--- src/rtl/core/ecs_pkg.sv ---
`timescale 1ns / 1ps
package ecs_pkg;

    // field widths
    localparam int unsigned DISP_W  = 32;
    localparam int unsigned DENS_W  = 17;
    localparam int unsigned ENER_W  = 48;
    localparam int unsigned TOTAL_W = 63;
    localparam int unsigned N_DISP  = 8;
    localparam int unsigned S_DATA_W = 280;
    localparam int unsigned M_DATA_W = 160;

    // scaled element stiffness, KE = (5/1092) * KMAT
    localparam logic signed [7:0] KMAT [8][8] = '{
        '{ 8'sd108,  8'sd39, -8'sd66,  -8'sd3, -8'sd54, -8'sd39,  8'sd12,   8'sd3},
        '{  8'sd39, 8'sd108,   8'sd3,  8'sd12, -8'sd39, -8'sd54,  -8'sd3, -8'sd66},
        '{ -8'sd66,   8'sd3, 8'sd108, -8'sd39,  8'sd12,  -8'sd3, -8'sd54,  8'sd39},
        '{  -8'sd3,  8'sd12, -8'sd39, 8'sd108,   8'sd3, -8'sd66,  8'sd39, -8'sd54},
        '{ -8'sd54, -8'sd39,  8'sd12,   8'sd3, 8'sd108,  8'sd39, -8'sd66,  -8'sd3},
        '{ -8'sd39, -8'sd54,  -8'sd3, -8'sd66,  8'sd39, 8'sd108,   8'sd3,  8'sd12},
        '{  8'sd12,  -8'sd3, -8'sd54,  8'sd39, -8'sd66,   8'sd3, 8'sd108, -8'sd39},
        '{   8'sd3, -8'sd66,  8'sd39, -8'sd54,  -8'sd3,  8'sd12, -8'sd39, 8'sd108}
    };

    // divisor of the energy scaling after the 2^20 shift
    localparam logic [11:0] KE_DEN = 12'd1092;

    // reciprocal of 1092, exact floor for dividends below 2^27
    localparam logic [27:0] KE_RECIP    = 28'd251719696;
    localparam int unsigned KE_RECIP_SH = 38;

    typedef struct packed {
        logic       capture;
        logic       w_en;
        logic [2:0] w_row;
        logic       acc_en;
        logic [2:0] acc_row;
        logic       prep;
        logic       div_step;
        logic       e3;
        logic       m0;
        logic       m1;
        logic       fin;
    } t_cmd;

    typedef struct packed {
        logic out_busy;
    } t_status;

endpackage

--- src/rtl/core/ecs_ctrl.sv ---
`timescale 1ns / 1ps
module ecs_ctrl (
    input  logic             i_clk,
    input  logic             i_rst_n,
    input  logic             i_in_valid,
    output logic             o_in_ready,
    input  ecs_pkg::t_status i_status,
    output ecs_pkg::t_cmd    o_cmd
);
    import ecs_pkg::*;

    typedef enum logic [2:0] {
        S_IDLE, S_ROW, S_PREP, S_DIV, S_E3, S_M0, S_M1, S_FIN
    } t_state;

    t_state     r_state;
    logic [5:0] r_cnt;

    // command decode
    always_comb begin
        o_cmd          = '0;
        o_cmd.capture  = (r_state == S_IDLE) && i_in_valid;
        o_cmd.w_en     = (r_state == S_ROW) && !r_cnt[3];
        o_cmd.w_row    = r_cnt[2:0];
        o_cmd.acc_en   = (r_state == S_ROW) && (r_cnt != 6'd0);
        o_cmd.acc_row  = r_cnt[2:0] - 3'd1;
        o_cmd.prep     = (r_state == S_PREP);
        o_cmd.div_step = (r_state == S_DIV);
        o_cmd.e3       = (r_state == S_E3);
        o_cmd.m0       = (r_state == S_M0);
        o_cmd.m1       = (r_state == S_M1);
        o_cmd.fin      = (r_state == S_FIN) && !i_status.out_busy;
    end

    assign o_in_ready = (r_state == S_IDLE);

    // sequencer
    always_ff @(posedge i_clk) begin
        if (!i_rst_n) begin
            r_state <= S_IDLE;
            r_cnt   <= '0;
        end else begin
            case (r_state)
                S_IDLE: begin
                    r_cnt <= '0;
                    if (i_in_valid) r_state <= S_ROW;
                end
                S_ROW: begin
                    if (r_cnt == 6'd8) begin
                        r_cnt   <= '0;
                        r_state <= S_PREP;
                    end else begin
                        r_cnt <= r_cnt + 6'd1;
                    end
                end
                S_PREP: r_state <= S_DIV;
                // three 16-bit quotient digits
                S_DIV: begin
                    if (r_cnt == 6'd2) begin
                        r_cnt   <= '0;
                        r_state <= S_E3;
                    end else begin
                        r_cnt <= r_cnt + 6'd1;
                    end
                end
                S_E3: r_state <= S_M0;
                S_M0: r_state <= S_M1;
                S_M1: r_state <= S_FIN;
                S_FIN: begin
                    if (!i_status.out_busy) r_state <= S_IDLE;
                end
                default: r_state <= S_IDLE;
            endcase
        end
    end
endmodule

--- config.mk ---
export PLATFORM = sky130hd
export DESIGN_NAME = ecs_ctrl
export DESIGN_NICKNAME = d
export VERILOG_FILES = /design/src/rtl/core/ecs_pkg.sv /design/src/rtl/core/ecs_ctrl.sv
export SDC_FILE = /design/constraint.sdc
export NUM_CORES = 1
export LEC_CHECK = 0
export BUFFER_PORTS_ARGS = -buffer_cell sky130_fd_sc_hd__buf_2
export CAP_MARGIN = 30
export CORE_MARGIN = 2
export CORE_UTILIZATION = 49
export CTS_CLUSTER_DIAMETER = 80
export DETAILED_ROUTE_END_ITERATION = 6
export PLACE_DENSITY_LB_ADDON = 0.25
export SLEW_MARGIN = 20
export SYNTH_ARGS = -nofsm -noshare
export SYNTH_HDL_FRONTEND = slang
export SYNTH_SLANG_ARGS = --single-unit
--- constraint.sdc ---
create_clock -name i_clk -period 2.33 [get_ports i_clk]
set_clock_uncertainty 0.05 [all_clocks]
set_input_delay 0.233 -clock i_clk [delete_from_list [all_inputs] [get_ports i_clk]]
set_output_delay 0.233 -clock i_clk [all_outputs]
set_load 0.02 [all_outputs]
==> reports/summary.txt <==
nets in the synthesized netlist: 97
transition time at the pin with the least slew margin: 0.589 ns
Final nets: 115
period utilization: 87.7%
instance count along the most critical hold path: 3
setup total negative slack: 0 ns
CTS Root Buffer Type: sky130_fd_sc_hd__clkbuf_4
number of port buffers: 19
routability-driven placement congestion ratio: 0.807
wire length of the first global-routing pass: 2.67 mm
final setup fails: 0
launch point of the worst reg-to-reg path: r_cnt[0]
layout cell share with drive strength beyond 1: 26.4%
average wire length per cell after detail routing: 13.7 um
pin count of the biggest net entering global routing: 17
final global-route overflow total: 0
number of post-CTS setup repair buffers: 0
total power consumption of the routed design: 0.340 mW
insertion delay of the later-clocked pin in the worst-skew pair: 0.26 ns
yosys warns: 0
top library cells by usage in the layout, fill and taps aside: sky130_fd_sc_hd__buf_2, sky130_fd_sc_hd__nor2_1, sky130_fd_sc_hd__nand2_1, sky130_fd_sc_hd__dfxtp_1, sky130_fd_sc_hd__inv_1
proportion of synthesized chip area in sequential cells: 26.1%
most common cell after layout, fill and taps aside: sky130_fd_sc_hd__buf_2
Die Ht: 41.5 um
area enclosed by the die boundary: 1720 um^2
CTS Buffer Depth: 2
Hold Crit Class: input pin to flop
crit start category: flop
R2R setup slack: 0.29 ns
number of enable-type register cells in the synthesized netlist: 0
first-pass detailed-route iteration total: 4
wire length reported by the detailed router: 1.66 mm
Crit path required time: 2.48 ns
post-route DRC violation count: 0
synthesized area per cell: 7.75 um^2
Core Footprint: 1300 um^2
final hold violations: 0
clock period minus final worst setup slack: 2.04 ns
timing startpoint of the critical path: r_cnt[0]
leakage power summed over all cells: 0.340 nW
antenna violations before repair: 0
maxcap violations: 0
# clock sinks: 9
peak supply drop: 0.000298 V
Setup WS pre-CTS: 0.321 ns
clock transition at the registers of the reported paths: 0.07 ns
post-synthesis register bit count: 9
nature of the critical path endpoint: flop
highest clock rate: 490 MHz
Post-DRT Antenna Nets: 0
via count of the first global-routing pass: 579
number of hold buffers added after cts: 0
Inserted Clock Buffers: 3
total of cells resized after clock tree synthesis: 0
Setup WS post-layout: 0.288 ns
run status: complete, no violations
Die Wd: 41.5 um
arrival time of the worst setup path: 2.19 ns
initial DRC count: 24
number of vias after detailed routing: 668
total track usage: 20.1%
share of async-settable or async-resettable flops after synthesis: 0%
# IOs: 20
mean number of vias per cell: 5.52
R2R cell count: 6
slowest stage cell on the critical path: sky130_fd_sc_hd__dfxtp_1
slew margin rel.: 60.7%
critical path class: flop to flop
peak fanout along the critical path: 6
post-synthesis cell area: 689 um^2
Power Dens Cells: 430 nW/um^2
sequence of cells on the critical path: inv_1 > ha_1 > mux2_4 > a311oi_4 > or3b_1 > a31oi_1
commonest register cell after synthesis: sky130_fd_sc_hd__dfxtp_1
hold path startpoint: i_rst_n
Layout area overhead: 14.7%
initial core utilization: 53.0%
largest stage delay on the critical path: 0.38 ns
number of H-tree branching levels: 1
count of inserted antenna diode cells: 0
number of max-slew violations in the final report: 0
CTS tree: yes
synthesized netlist cell count: 89
unique cell type count in the Yosys netlist: 34
Detail Placement HPWL: 1.20 mm
number of rows in the core area: 13
setup repair after global routing missed its margin: no
## critical path: cells and delay by family, from the launching register on
family,cells,cell delay (ns)
AO/OA/AOI/OAI,2,0.49
flip-flops,1,0.38
AND/OR/NAND/NOR,1,0.38
multiplexers,1,0.29
adder cells (fa/ha/maj),1,0.25
buffers and inverters,1,0.13
## cell type report
cell class	instances	area, um^2
repair buffers	20	103
well taps	15	18.8
fillers	116	510
flip-flops and latches	9	180
multi-input cells	65	433
inverters	8	30.0
clock buffers	4	26.3
## registers in the layout (all words and copies together) (netlist names)
signal and cells:
r_state 3, r_cnt 6
## kinds of logic after synthesis
logic type	share of synthesized area (%)
flops	26.1
compound gates	19.8
simple gates	26.9
xor+xnor	3.63
mux	5.26
buf+inv	11.1
fa+ha+maj	7.26
## metrics by stage
step	std cells	util (%)	area [um^2]	hold WS, ns
floorplan	89	-	689	0.306
global placement	117	58.8	764	0.442
detailed placement	117	58.8	764	0.459
CTS	121	60.8	791	0.193
global route	121	60.8	791	0.201
finish	121	60.8	791	0.188
## cells in the mapped netlist, types with 2 or more instances
master | n | area [um^2]
sky130_fd_sc_hd__buf_4 | 3 | 22.5
sky130_fd_sc_hd__dfxtp_1 | 9 | 180
sky130_fd_sc_hd__nor3_1 | 5 | 25.0
sky130_fd_sc_hd__nor2_1 | 9 | 33.8
sky130_fd_sc_hd__o21ai_0 | 4 | 20.0
sky130_fd_sc_hd__inv_1 | 8 | 30.0
sky130_fd_sc_hd__and2_1 | 2 | 12.5
sky130_fd_sc_hd__clkbuf_1 | 2 | 7.51
sky130_fd_sc_hd__nand2b_1 | 2 | 12.5
sky130_fd_sc_hd__nand3_1 | 3 | 15.0
sky130_fd_sc_hd__ha_1 | 4 | 50.1
sky130_fd_sc_hd__a22oi_1 | 2 | 15.0
sky130_fd_sc_hd__a21oi_1 | 7 | 35.0
sky130_fd_sc_hd__nand2_1 | 9 | 33.8
## path summary, 6_finish.rpt
check	end
setup / recovery	r_cnt[5]
hold / removal	r_state[0]
setup reg to reg	r_cnt[5]
hold reg to reg	r_cnt[0]
## report_power, final
part | switching, mW | leakage (nW) | internal (mW)
Sequential | 0.00611 | 0.0730 | 0.156
Clock | 0.0604 | 0.0150 | 0.0662
Combinational | 0.0319 | 0.252 | 0.0190
## layer usage
metal  share of wire [%]  GRT usage, %
met1                  47          25.6
met2                  46          33.8
met3                 5.7          4.35
met4                 1.1          5.81
met5                   0             0
Power figures use the tool's default switching activity.
